--- config.mk ---
export PLATFORM = sky130hd
export DESIGN_NAME = pointer_region_shape_lookup_flat
export DESIGN_NICKNAME = d
export VERILOG_FILES = /design/src/rtl/prsl_pkg.sv /design/src/rtl/prsl_ifs.sv /design/src/rtl/prsl_ram.sv /design/src/rtl/pointer_region_shape_lookup.sv /design/src/flat_wrapper.sv
export VERILOG_INCLUDE_DIRS = /design/src /design/src/rtl
export SDC_FILE = /design/constraint.sdc
export NUM_CORES = 1
export LEC_CHECK = 0
export ABC_AREA = 1
export BUFFER_PORTS_ARGS = -buffer_cell sky130_fd_sc_hd__buf_2
export CORE_MARGIN = 5
export CORE_UTILIZATION = 30
export CTS_CLUSTER_DIAMETER = 50
export DETAILED_ROUTE_END_ITERATION = 7
export PLACE_DENSITY = 0.5
export SYNTH_ARGS = -nofsm -noshare
export SYNTH_HDL_FRONTEND = slang
export SYNTH_SLANG_ARGS = --single-unit
--- constraint.sdc ---
create_clock -name clk_i -period 4.4 [get_ports clk_i]
set_clock_uncertainty 0.1 [all_clocks]
set_input_delay 0.22 -clock clk_i [delete_from_list [all_inputs] [get_ports clk_i]]
set_output_delay 0.22 -clock clk_i [all_outputs]
set_load 0.02 [all_outputs]
--- src/rtl/pointer_region_shape_lookup_macros.svh ---
// assertion macros used by the pointer region lookup rtl
`ifndef POINTER_REGION_SHAPE_LOOKUP_MACROS_SVH
`define POINTER_REGION_SHAPE_LOOKUP_MACROS_SVH

// same-cycle implication, disabled while in reset
`define PRSL_ASSERT_IMPLY(lbl, clk, rst_n, ante, cons, msg) \
  lbl: assert property (@(posedge clk) disable iff (!(rst_n)) (ante) |-> (cons)) \
    else $error(msg);

// next-cycle implication, disabled while in reset
`define PRSL_ASSERT_NEXT(lbl, clk, rst_n, ante, cons, msg) \
  lbl: assert property (@(posedge clk) disable iff (!(rst_n)) (ante) |=> (cons)) \
    else $error(msg);

`endif

--- src/rtl/prsl_pkg.sv ---
// shared widths, defaults and codes of the pointer region lookup
package prsl_pkg;

  localparam int unsigned MaxEntriesDef = 16;
  localparam int unsigned CoordBitsDef  = 10;

  localparam int unsigned IndexW = 4;
  localparam int unsigned ImageW = 8;
  localparam int unsigned CountW = 5;

  localparam logic [CountW-1:0] CountRst = CountW'(1);

  localparam logic OpWrite = 1'b0;
  localparam logic OpQuery = 1'b1;

endpackage

--- src/rtl/prsl_ifs.sv ---
// handshake channels of the pointer region lookup: request, response, config

interface prsl_req_if #(
  parameter int unsigned CoordBits = prsl_pkg::CoordBitsDef
) ();
  import prsl_pkg::*;

  logic                 valid;
  logic                 ready;
  logic                 op;
  logic [IndexW-1:0]    entry_index;
  logic [CoordBits-1:0] region_left;
  logic [CoordBits-1:0] region_top;
  logic [CoordBits-1:0] region_right;
  logic [CoordBits-1:0] region_bottom;
  logic [ImageW-1:0]    region_image;
  logic [ImageW-1:0]    region_hotspot;
  logic [CoordBits-1:0] cursor_x;
  logic [CoordBits-1:0] cursor_y;

  modport source (
    output valid, op, entry_index, region_left, region_top, region_right,
           region_bottom, region_image, region_hotspot, cursor_x, cursor_y,
    input  ready
  );
  modport sink (
    input  valid, op, entry_index, region_left, region_top, region_right,
           region_bottom, region_image, region_hotspot, cursor_x, cursor_y,
    output ready
  );
endinterface

interface prsl_rsp_if ();
  import prsl_pkg::*;

  logic              valid;
  logic              ready;
  logic [ImageW-1:0] image_number;
  logic [ImageW-1:0] hotspot_offset;
  logic [IndexW-1:0] matched_index;
  logic [ImageW-1:0] previous_image;

  modport source (
    output valid, image_number, hotspot_offset, matched_index, previous_image,
    input  ready
  );
  modport sink (
    input  valid, image_number, hotspot_offset, matched_index, previous_image,
    output ready
  );
endinterface

interface prsl_cfg_if ();
  import prsl_pkg::*;

  logic              valid;
  logic              ready;
  logic [CountW-1:0] entry_count;

  modport source (output valid, entry_count, input ready);
  modport sink (input valid, entry_count, output ready);
endinterface

--- src/rtl/prsl_ram.sv ---
// generic single-port-write, single-port-read ram with registered read data
module prsl_ram #(
  parameter int unsigned Width = 8,
  parameter int unsigned Depth = 16
) (
  input  logic                     clk_i,
  input  logic                     we_i,
  input  logic [$clog2(Depth)-1:0] waddr_i,
  input  logic [Width-1:0]         wdata_i,
  input  logic                     re_i,
  input  logic [$clog2(Depth)-1:0] raddr_i,
  output logic [Width-1:0]         rdata_o
);

  logic [Width-1:0] mem_q [Depth];
  logic [Width-1:0] rdata_q;

  always_ff @(posedge clk_i) begin
    if (we_i) begin
      mem_q[waddr_i] <= wdata_i;
    end
    if (re_i) begin
      rdata_q <= mem_q[raddr_i];
    end
  end

  assign rdata_o = rdata_q;

endmodule

--- src/rtl/pointer_region_shape_lookup.sv ---
// pointer region lookup: write items fill the region ram, one per cycle back to back while idle
// a query scans entries 1..count-1 one per cycle through the ram read port,
// then entry 0 as default, and stops at the first hit; the ram read data is
// registered, the hit goes to a done state and then to the output register;
// no item is accepted until the result is loaded into the output register
// reset: entry_count 1, current image 0, no result pending; ram is not cleared
`include "pointer_region_shape_lookup_macros.svh"

module pointer_region_shape_lookup #(
  parameter int unsigned MaxEntries = prsl_pkg::MaxEntriesDef,
  parameter int unsigned CoordBits  = prsl_pkg::CoordBitsDef
) (
  input logic        clk_i,
  input logic        rst_ni,
  prsl_req_if.sink   req_i,
  prsl_rsp_if.source rsp_o,
  prsl_cfg_if.sink   cfg_i
);
  import prsl_pkg::*;

  localparam int unsigned IdxW     = $clog2(MaxEntries);
  localparam int unsigned CntW     = $clog2(MaxEntries + 1);
  localparam int unsigned EntryW   = 4 * CoordBits + 2 * ImageW;
  localparam int unsigned HotLsb   = 0;
  localparam int unsigned ImgLsb   = ImageW;
  localparam int unsigned BotLsb   = 2 * ImageW;
  localparam int unsigned RightLsb = BotLsb + CoordBits;
  localparam int unsigned TopLsb   = RightLsb + CoordBits;
  localparam int unsigned LeftLsb  = TopLsb + CoordBits;

  localparam logic [1:0] StIdle = 2'd0;
  localparam logic [1:0] StScan = 2'd1;
  localparam logic [1:0] StDone = 2'd2;

  logic [1:0]           state_q, state_d;
  logic [CountW-1:0]    count_q;
  logic [CntW-1:0]      limit;
  logic [CntW-1:0]      iss_q, iss_d;
  logic                 last_q, last_d;
  logic                 chk_vld_q, chk_vld_d;
  logic                 chk_def_q, chk_def_d;
  logic [IdxW-1:0]      chk_idx_q, chk_idx_d;
  logic [CoordBits-1:0] x_q, y_q;
  logic [ImageW-1:0]    res_img_q, res_img_d;
  logic [ImageW-1:0]    res_hot_q, res_hot_d;
  logic [IdxW-1:0]      res_idx_q, res_idx_d;
  logic [ImageW-1:0]    cur_img_q, cur_img_d;
  logic                 out_vld_q, out_vld_d;
  logic                 out_load;
  logic [ImageW-1:0]    out_img_q, out_hot_q, out_prev_q;
  logic [IndexW-1:0]    out_idx_q;

  logic                 in_acc;
  logic                 ram_we, ram_re;
  logic [IdxW-1:0]      ram_waddr, ram_raddr;
  logic [EntryW-1:0]    ram_wdata, ram_rdata;
  logic [CoordBits-1:0] e_left, e_top, e_right, e_bottom;
  logic [ImageW-1:0]    e_img, e_hot;
  logic                 holds, hit, dflt_iss;

  // configuration register
  assign cfg_i.ready = 1'b1;

  always_ff @(posedge clk_i or negedge rst_ni) begin
    if (!rst_ni) begin
      count_q <= CountRst;
    end else if (cfg_i.valid) begin
      count_q <= cfg_i.entry_count;
    end
  end

  // a count of zero acts as one, a large count is clamped to the table depth
  always_comb begin
    if (count_q == '0) begin
      limit = CntW'(1);
    end else if (32'(count_q) > MaxEntries) begin
      limit = CntW'(MaxEntries);
    end else begin
      limit = CntW'(count_q);
    end
  end

  assign req_i.ready = (state_q == StIdle);
  assign in_acc      = req_i.valid && req_i.ready;

  assign ram_we    = in_acc && (req_i.op == OpWrite) &&
                     (32'(req_i.entry_index) < MaxEntries);
  assign ram_waddr = IdxW'(req_i.entry_index);
  assign ram_wdata = {req_i.region_left, req_i.region_top, req_i.region_right,
                      req_i.region_bottom, req_i.region_image, req_i.region_hotspot};

  prsl_ram #(
    .Width (EntryW),
    .Depth (MaxEntries)
  ) u_region_ram (
    .clk_i   (clk_i),
    .we_i    (ram_we),
    .waddr_i (ram_waddr),
    .wdata_i (ram_wdata),
    .re_i    (ram_re),
    .raddr_i (ram_raddr),
    .rdata_o (ram_rdata)
  );

  assign e_left   = ram_rdata[LeftLsb +: CoordBits];
  assign e_top    = ram_rdata[TopLsb +: CoordBits];
  assign e_right  = ram_rdata[RightLsb +: CoordBits];
  assign e_bottom = ram_rdata[BotLsb +: CoordBits];
  assign e_img    = ram_rdata[ImgLsb +: ImageW];
  assign e_hot    = ram_rdata[HotLsb +: ImageW];

  assign holds = (x_q >= e_left) && (y_q >= e_top) && (e_right >= x_q) && (e_bottom >= y_q);
  // the default entry always wins once every other entry missed
  assign hit   = chk_vld_q && (chk_def_q || holds);

  assign dflt_iss  = (iss_q == limit);
  assign ram_re    = (state_q == StScan) && !last_q && !hit;
  assign ram_raddr = dflt_iss ? '0 : iss_q[IdxW-1:0];

  assign out_load = (state_q == StDone) && (!out_vld_q || rsp_o.ready);

  always_comb begin
    state_d   = state_q;
    iss_d     = iss_q;
    last_d    = last_q;
    chk_vld_d = ram_re;
    chk_def_d = chk_def_q;
    chk_idx_d = chk_idx_q;
    res_img_d = res_img_q;
    res_hot_d = res_hot_q;
    res_idx_d = res_idx_q;
    cur_img_d = cur_img_q;
    out_vld_d = out_vld_q;

    if (out_vld_q && rsp_o.ready) begin
      out_vld_d = 1'b0;
    end

    unique case (state_q)
      StIdle: begin
        if (in_acc && (req_i.op == OpQuery)) begin
          state_d = StScan;
          iss_d   = CntW'(1);
          last_d  = 1'b0;
        end
      end
      StScan: begin
        if (ram_re) begin
          iss_d     = iss_q + CntW'(1);
          last_d    = dflt_iss;
          chk_idx_d = ram_raddr;
          chk_def_d = dflt_iss;
        end
        if (hit) begin
          res_img_d = e_img;
          res_hot_d = e_hot;
          res_idx_d = chk_idx_q;
          state_d   = StDone;
        end
      end
      StDone: begin
        if (out_load) begin
          out_vld_d = 1'b1;
          cur_img_d = res_img_q;
          state_d   = StIdle;
        end
      end
      default: begin
        state_d = StIdle;
      end
    endcase
  end

  always_ff @(posedge clk_i or negedge rst_ni) begin
    if (!rst_ni) begin
      state_q   <= StIdle;
      iss_q     <= '0;
      last_q    <= 1'b0;
      chk_vld_q <= 1'b0;
      cur_img_q <= '0;
      out_vld_q <= 1'b0;
    end else begin
      state_q   <= state_d;
      iss_q     <= iss_d;
      last_q    <= last_d;
      chk_vld_q <= chk_vld_d;
      cur_img_q <= cur_img_d;
      out_vld_q <= out_vld_d;
    end
  end

  always_ff @(posedge clk_i) begin
    chk_def_q <= chk_def_d;
    chk_idx_q <= chk_idx_d;
    res_img_q <= res_img_d;
    res_hot_q <= res_hot_d;
    res_idx_q <= res_idx_d;
    if (in_acc) begin
      x_q <= req_i.cursor_x;
      y_q <= req_i.cursor_y;
    end
    if (out_load) begin
      out_img_q  <= res_img_q;
      out_hot_q  <= res_hot_q;
      out_idx_q  <= IndexW'(res_idx_q);
      out_prev_q <= cur_img_q;
    end
  end

  assign rsp_o.valid          = out_vld_q;
  assign rsp_o.image_number   = out_img_q;
  assign rsp_o.hotspot_offset = out_hot_q;
  assign rsp_o.matched_index  = out_idx_q;
  assign rsp_o.previous_image = out_prev_q;

  `PRSL_ASSERT_IMPLY(a_write_idle, clk_i, rst_ni, ram_we, state_q == StIdle,
                     "region write outside idle")
  `PRSL_ASSERT_IMPLY(a_iss_range, clk_i, rst_ni, (state_q == StScan) && !last_q,
                     iss_q <= limit, "scan ran past entry limit")
  `PRSL_ASSERT_IMPLY(a_dflt_idx, clk_i, rst_ni, chk_vld_q && chk_def_q, chk_idx_q == '0,
                     "default read not at entry zero")
  `PRSL_ASSERT_NEXT(a_hit_done, clk_i, rst_ni, (state_q == StScan) && hit,
                    state_q == StDone, "hit did not end the scan")
  `PRSL_ASSERT_NEXT(a_load_out, clk_i, rst_ni, out_load, out_vld_q && (state_q == StIdle),
                    "result not presented after load")

endmodule

--- src/flat_wrapper.sv ---
// flat-port wrapper written by rule: the top's interface ports become plain ports
module pointer_region_shape_lookup_flat import prsl_pkg::*;
#(
  parameter int unsigned MaxEntries = prsl_pkg::MaxEntriesDef,
  parameter int unsigned CoordBits  = prsl_pkg::CoordBitsDef
)
  (clk_i, rst_ni, req_i_valid, req_i_op, req_i_entry_index, req_i_region_left, req_i_region_top, req_i_region_right, req_i_region_bottom, req_i_region_image, req_i_region_hotspot, req_i_cursor_x, req_i_cursor_y, req_i_ready, rsp_o_valid, rsp_o_image_number, rsp_o_hotspot_offset, rsp_o_matched_index, rsp_o_previous_image, rsp_o_ready, cfg_i_valid, cfg_i_entry_count, cfg_i_ready);
  prsl_req_if #(.CoordBits(CoordBits)) req_i_i ();
  prsl_rsp_if rsp_o_i ();
  prsl_cfg_if cfg_i_i ();
  input logic clk_i;
  input logic rst_ni;
  input wire logic [$bits(req_i_i.valid)-1:0] req_i_valid;
  input wire logic [$bits(req_i_i.op)-1:0] req_i_op;
  input wire logic [$bits(req_i_i.entry_index)-1:0] req_i_entry_index;
  input wire logic [$bits(req_i_i.region_left)-1:0] req_i_region_left;
  input wire logic [$bits(req_i_i.region_top)-1:0] req_i_region_top;
  input wire logic [$bits(req_i_i.region_right)-1:0] req_i_region_right;
  input wire logic [$bits(req_i_i.region_bottom)-1:0] req_i_region_bottom;
  input wire logic [$bits(req_i_i.region_image)-1:0] req_i_region_image;
  input wire logic [$bits(req_i_i.region_hotspot)-1:0] req_i_region_hotspot;
  input wire logic [$bits(req_i_i.cursor_x)-1:0] req_i_cursor_x;
  input wire logic [$bits(req_i_i.cursor_y)-1:0] req_i_cursor_y;
  output wire logic [$bits(req_i_i.ready)-1:0] req_i_ready;
  output wire logic [$bits(rsp_o_i.valid)-1:0] rsp_o_valid;
  output wire logic [$bits(rsp_o_i.image_number)-1:0] rsp_o_image_number;
  output wire logic [$bits(rsp_o_i.hotspot_offset)-1:0] rsp_o_hotspot_offset;
  output wire logic [$bits(rsp_o_i.matched_index)-1:0] rsp_o_matched_index;
  output wire logic [$bits(rsp_o_i.previous_image)-1:0] rsp_o_previous_image;
  input wire logic [$bits(rsp_o_i.ready)-1:0] rsp_o_ready;
  input wire logic [$bits(cfg_i_i.valid)-1:0] cfg_i_valid;
  input wire logic [$bits(cfg_i_i.entry_count)-1:0] cfg_i_entry_count;
  output wire logic [$bits(cfg_i_i.ready)-1:0] cfg_i_ready;
  assign req_i_i.valid = req_i_valid;
  assign req_i_i.op = req_i_op;
  assign req_i_i.entry_index = req_i_entry_index;
  assign req_i_i.region_left = req_i_region_left;
  assign req_i_i.region_top = req_i_region_top;
  assign req_i_i.region_right = req_i_region_right;
  assign req_i_i.region_bottom = req_i_region_bottom;
  assign req_i_i.region_image = req_i_region_image;
  assign req_i_i.region_hotspot = req_i_region_hotspot;
  assign req_i_i.cursor_x = req_i_cursor_x;
  assign req_i_i.cursor_y = req_i_cursor_y;
  assign req_i_ready = req_i_i.ready;
  assign rsp_o_valid = rsp_o_i.valid;
  assign rsp_o_image_number = rsp_o_i.image_number;
  assign rsp_o_hotspot_offset = rsp_o_i.hotspot_offset;
  assign rsp_o_matched_index = rsp_o_i.matched_index;
  assign rsp_o_previous_image = rsp_o_i.previous_image;
  assign rsp_o_i.ready = rsp_o_ready;
  assign cfg_i_i.valid = cfg_i_valid;
  assign cfg_i_i.entry_count = cfg_i_entry_count;
  assign cfg_i_ready = cfg_i_i.ready;
  pointer_region_shape_lookup #(.MaxEntries(MaxEntries), .CoordBits(CoordBits)) u_core (.clk_i(clk_i), .rst_ni(rst_ni), .req_i(req_i_i), .rsp_o(rsp_o_i), .cfg_i(cfg_i_i));
endmodule
Word level (Yosys, flattened, before mapping). Memory sizes are Yosys's and may differ from the RTL's. A register that Yosys moved wholly into a read port is not among the register bits. Cells that the tools add are included.

Add/subtract/negate cells: 1. $lt $le $gt $ge: 5. Eq/ne operators: 7. Muxes and demuxes: 18. Bitwise logic cells: 1. Reduce and logical (&&, ||, !) cells: 24.

Operator list (count): 10-bit >= comparator (4); 5-bit 2-to-1 mux (4); 1-bit logical AND (11); 5-bit case mux with 2 select lines (1); 1-bit 2-to-1 mux (7); 2-bit 2-to-1 mux (3); 2-bit by 1-bit != test with 1-bit output, second input constant (3); 2-bit case mux with 3 select lines (1); 2-bit AND reduction (3); 3-bit AND reduction (2); 5-bit by 1-bit adder with 5-bit output, second input constant (1); 5-bit == test (1); 5-bit greater-than comparator, second input constant (1); 5-bit zero test (1); 4-bit 2-to-1 mux (1); 1-bit zero test (3); 2-bit by 1-bit == test with 1-bit output, second input constant (1); 2-bit == test, second input constant (1); 2-bit zero test (1); 1-bit logical OR (2); 2-bit != test, second input constant (1); 1-bit case mux with 2 select lines (1); 2-bit nonzero test (1); 1-bit NOT (1).

Register bits after elaboration: 96. Bits in writable memories: 896. Output and inout port bits: 31. Word-level logic and storage cells: 75. Memories: 1.

Memory list: u_core.u_region_ram.mem_q (words 16, width 56, read ports 1, clocked after memory_dff 1, wr ports 1, RTL line prsl_ram.sv:15) `logic [Width-1:0] mem_q [Depth];`.

Depth between registers and ports, before layout.
Depth in word-level cells: 10. Gate-level depth with buffers: 16. Gate-level depth less buffers: 16.

By module. From an unflattened synthesis, not the netlist that was laid out.

Cell total of the unflattened synthesis: 4115. Area total of the unflattened synthesis: 44726.6 µm².

By module, submodules not included: prsl_ram (times used 1, cells each 3688, area an instance 40239.8 µm², seq. area each 28587.4 µm²); pointer_region_shape_lookup (times used 1, cells each 427, area an instance 4486.8 µm², seq. area each 2768.9 µm²).

Least setup slack after synthesis. Ideal clock, no wire load.

Path kind: register -> register. Start: reg u_core.state_q[0]. End: mem u_core.u_region_ram.mem_q[10][0] (netlist name) (enable). Setup time: 0.470 ns. Data arrival time: 3.538 ns. Data required time: 3.830 ns. Setup slack: 0.292 ns. Stages on the path, launching flop included: 6. Period minus slack after synthesis: 4.108 ns. Cell sequence: dfrtp_1 nor2_1 nand2_1 nor2_1 nand3b_1 nor2_1.

Word-level cells in the longest chain between the ends: 5.

RTL lines: start, declared (RTL line pointer_region_shape_lookup.sv:35) `logic [1:0] state_q, state_d;`; start signal, assigned (RTL line pointer_region_shape_lookup.sv:176) `state_q <= StIdle;`; start signal, assigned (RTL line pointer_region_shape_lookup.sv:183) `state_q <= state_d;`; 2-bit zero test (RTL line pointer_region_shape_lookup.sv:83) `assign req_i.ready = (state_q == StIdle);`; via req_i_ready (RTL line flat_wrapper.sv:24) `output wire logic [$bits(req_i_i.ready)-1:0] req_i_ready;`; 1-bit logical AND (RTL line pointer_region_shape_lookup.sv:84) `assign in_acc = req_i.valid && req_i.ready;`; 1-bit logical AND (RTL line pointer_region_shape_lookup.sv:86) `assign ram_we = in_acc && (req_i.op == OpWrite) &&`; 1-bit 2-to-1 mux (RTL line prsl_ram.sv:19) `if (we_i) begin`; 1-bit 2-to-1 mux (implied by the code) (RTL line prsl_ram.sv:20) `mem_q[waddr_i] <= wdata_i;`; end, declared (RTL line prsl_ram.sv:15).

The timed path passes the listed nets, and every way through them passes these cells.

Final worst setup path.
Start: reg u_core.u_region_ram.rdata_q[16] (netlist: u_core.u_region_ram.rdata_o[16]) (read register of u_core.u_region_ram.mem_q). End: reg u_core.u_region_ram.rdata_q[41] (netlist: u_core.u_region_ram.rdata_o[41]) (read register of u_core.u_region_ram.mem_q) (enable).

Word-level cells in the longest chain between the ends: 6.

RTL lines: start, declared (RTL line prsl_ram.sv:16) `logic [Width-1:0] rdata_q;`; 10-bit >= comparator (RTL line pointer_region_shape_lookup.sv:112) `assign holds = (x_q >= e_left) && (y_q >= e_top) && (e_right >= x_q) && (e_bottom >= y_q);`; 1-bit logical AND (RTL line pointer_region_shape_lookup.sv:112); 1-bit logical OR (RTL line pointer_region_shape_lookup.sv:114) `assign hit = chk_vld_q && (chk_def_q || holds);`; 1-bit logical AND (RTL line pointer_region_shape_lookup.sv:114); 1-bit zero test (RTL line pointer_region_shape_lookup.sv:117) `assign ram_re = (state_q == StScan) && !last_q && !hit;`; 1-bit logical AND (RTL line pointer_region_shape_lookup.sv:117); via u_core.chk_vld_d (RTL line pointer_region_shape_lookup.sv:40) `logic chk_vld_q, chk_vld_d;`.

The timed path passes the listed nets, and every way through them passes these cells. A chain may end at the register's enable or synchronous reset.

==> run_results.csv <==
group,metric,value,unit
status,outcome,"completed",
global_routing,grt_max_degree,132,
clock_network,cts_resized,0,
global_routing,grt_pass1_vias,28298,
routing,initialDrtViolationCount,2543,
global_routing,antenna_found_initial,7,
global_routing,grt_overflow_total,0,
yosys,syn_inst,3820,
sta,tightestPinTransition,1210,ps
pwr,p_total,30.4,mW
pwr,leakage,20.3,nW
worst_setup_path,timing.rr.start,"u_core.u_region_ram.rdata_o[16]$_DFFE_PP_",
placed_design,dp_hpwl,68200,um
routing,postRouteAntennaNets,0,
routing,first_pass_iters,6,
die,die_w,395,um
sta,holdWs,143,ps
clock_network,cts_root_buf,"clkbuf_16",
die,io_pins,122,
sta,slew_headroom,19.2,%
worst_setup_path,cp-start-kind,"register",
worst_setup_path,r2r-end,"u_core.u_region_ram.rdata_o[41]$_DFFE_PP_",
yosys,synth_edf_count,1025,
clock_network,cts_hold_buffers,96,
worst_setup_path,cp.arrival,3820,ps
clock_network,htreeDepth,3,
die,die-height,395,um
placed_design,portBuffers,120,
placed_design,place_congestion,0.744,
clock_network,tritoncts.num_buffers,119,
flow_run,maxCapViolations,0,
die,num_rows,141,
sta,post-route-period-util,81.9,%
yosys,syn_nets,3952,
clock_network,path_clk_slew,60,ps
global_routing,grt_pass1_wl,192000,um
routing,wl,130000,um
routing,vias,28889,
clock_network,cts_tree,"yes",
global_routing,grt_use_met1,23.2,%
yosys,syn_avg_cell_area,11.6,um2
yosys,synth_area_leader_cell,"edfxtp_1",
yosys,synth-async-reset-ratio,2.19,%
routing,drc_errors,0,
worst_setup_path,r2r_cells,12,
finish,final_area,52400,um2
sta,fmax,277,MHz
yosys,synth_area,44400,um2
sta,drv_slew,0,
routing,wl_per_cell,21.4,um
worst_hold_path,min_to,"u_core.u_region_ram.mem_q[6][50]$_DFFE_PP_",
yosys,yosysUniqueCellTypes,31,
yosys,ys_seq_elements,1048,
pwr,ir_worst_vdd,461,uV
clock_network,post_cts_buffers,0,
sta,rsz0062_at_grt,"false",
finish,drive_gt1_share,12.9,%
finish,fillers,14439,
worst_setup_path,regToRegSetupSlack,790,ps
clock_network,worstSkewPairLatency,730,ps
placed_design,post-place-ws,779,ps
worst_hold_path,hp-class,"in2reg",
die,start_util,30.1,%
sta,min_period,3610,ps
clock_network,cts.path.max_buffers,3,
die,coreArea,147000,um2
global_routing,busiest_layer,"met2",
die,die_area,156000,um2
sta,finalSetupTns,0,ps
global_routing,grt_util_all_layers,16.3,%
global_routing,grt_use_met2,26.1,%
placed_design,place_area,47600,um2
finish,num-nets-final,4151,
global_routing,grt.met3_usage,2.50,%
pwr,p_per_area,581,nW/um2
worst_hold_path,hold_depth,3,
worst_setup_path,setup.worst_path.end_class,"register",
clock_network,cts_sinks,1048,
worst_setup_path,cp_max_fo,57,
worst_hold_path,hold_start,"req_i_entry_index[2]",
finish,syn_to_final_growth,18.0,%
worst_setup_path,worstPathRequired,4610,ps
yosys,ys_seq_area_share,70.6,%
yosys,synth_warnings,0,
yosys,yosys_most_used_dff,"edfxtp_1",
yosys,synth_area_leaders,"edfxtp_1 69%, nand3_1 7.2%, nand2_1 5.9%",
routing,avgViaCountPerCell,4.78,
sta,hold_viol_final,0,
sta,layout_setup_ws,794,ps
yosys,synth_top_area_share,69.3,%
sta,setup_viol,0,
worst_setup_path,path_class,"reg2reg",
[state kept, by name, summed over array words and instances (netlist names), 8 cells and up]
| register | flops |
|---|---|
| u_core.u_region_ram.mem_q | 896 |
| u_core.u_region_ram.rdata_o | 56 |
| u_core.x_q | 10 |
| u_core.y_q | 10 |
| u_core.cur_img_q | 8 |
| u_core.res_hot_q | 8 |
| u_core.res_img_q | 8 |
| u_core.rsp_o.hotspot_offset | 8 |
| u_core.rsp_o.image_number | 8 |
| u_core.rsp_o.previous_image | 8 |
[layer usage]
layer | share of wire (%) | vias up
met3 | 6.0 | 160
li1 | - | 13469
met4 | 2.2 | 0
met5 | 0 | -
met2 | 46 | 848
met1 | 46 | 14412
[how the worst max path moves through the flow]
stage | endpoint | cells after the start | from | slack [ps]
finish | u_core.u_region_ram.rdata_o[41]$_DFFE_PP_ | 12 | u_core.u_region_ram.rdata_o[16]$_DFFE_PP_ | 790
global route | u_core.u_region_ram.rdata_o[41]$_DFFE_PP_ | 13 | u_core.u_region_ram.rdata_o[35]$_DFFE_PP_ | 600
CTS | u_core.u_region_ram.rdata_o[41]$_DFFE_PP_ | 12 | u_core.u_region_ram.rdata_o[16]$_DFFE_PP_ | 770
detailed placement | u_core.u_region_ram.rdata_o[38]$_DFFE_PP_ | 14 | u_core.u_region_ram.rdata_o[41]$_DFFE_PP_ | 780
global placement | u_core.u_region_ram.rdata_o[38]$_DFFE_PP_ | 12 | u_core.u_region_ram.rdata_o[43]$_DFFE_PP_ | 760
floorplan | u_core.u_region_ram.mem_q[10][0]$_DFFE_PP_ | 5 | u_core.state_q[0]$_DFFE_PN0P_ | 290
[metrics by stage]
step	std cells	utilization [%]
final	6050	35.6
after global routing	6048	35.6
after CTS	6047	35.6
after detailed placement	5732	32.2
after global placement	5732	32.2
after floorplan	3820	-
[area by class of cell]
type | instances | area (um2) | share of cell area [%]
Clock inverter | 72 | 697 | 1.33
Inverter | 536 | 2020 | 3.86
Tap cell | 1930 | 2410 | 4.60
Timing Repair Buffer | 297 | 2490 | 4.75
Multi-Input combinational cell | 2017 | 10200 | 19.5
Clock buffer | 147 | 3220 | 6.14
Antenna cell | 3 | 7.51 | 0.0143
Sequential cell | 1048 | 31400 | 59.8
[cells by family after synthesis]
family	share of synthesized area [%]
adders and majority gates	1.15
AOI/OAI and AO/OA	2.59
DFF	70.6
other	0.00844
and+or+nand+nor	18.9
buffers and inverters	6.77
[cells in the final DEF (no fill, tap or decap), drive strengths merged, types with 11 or more instances in the layout]
master	n
a21oi	12
buf	202
clkbuf	147
clkinv	45
dfrtp	22
dlygate4sd3	95
edfxtp	1025
ha	41
inv	543
nand2	696
nand3	637
nand3b	115
nor2	269
o2111ai	112
o21ai	11
or2	112
[cells in the mapped netlist, types with 3 or more instances]
cell          n
a21oi_1      12
buf_1        23
buf_2        99
buf_4        11
clkbuf_1     85
dfrtp_1      22
edfxtp_1   1025
ha_1         41
inv_1       527
inv_2         7
nand2_1     696
nand3_1     636
nand3b_1    115
nor2_1      268
o2111ai_1   112
o21ai_0       9
o21bai_1      3
or2_2       112
[power by group]
part	internal, mW	total [mW]	switching (mW)
Sequential	11.9	12.3	0.466
Combinational	2.45	8.21	5.77
Clock	5.79	9.89	4.10
[worst max-delay path, stage by stage, from the launching register on]
cell and delay (ps):
edfxtp_1 470, inv_1 100, ha_1 300, o21ai_0 160
nand2_1 90, nand3_1 70, nand3_1 140, nand2_1 120
o21bai_1 210, nand2_1 160, nand2_1 220, clkinv_2 90
buf_4 900
No activity file was read; power rests on OpenSTA's default activity.
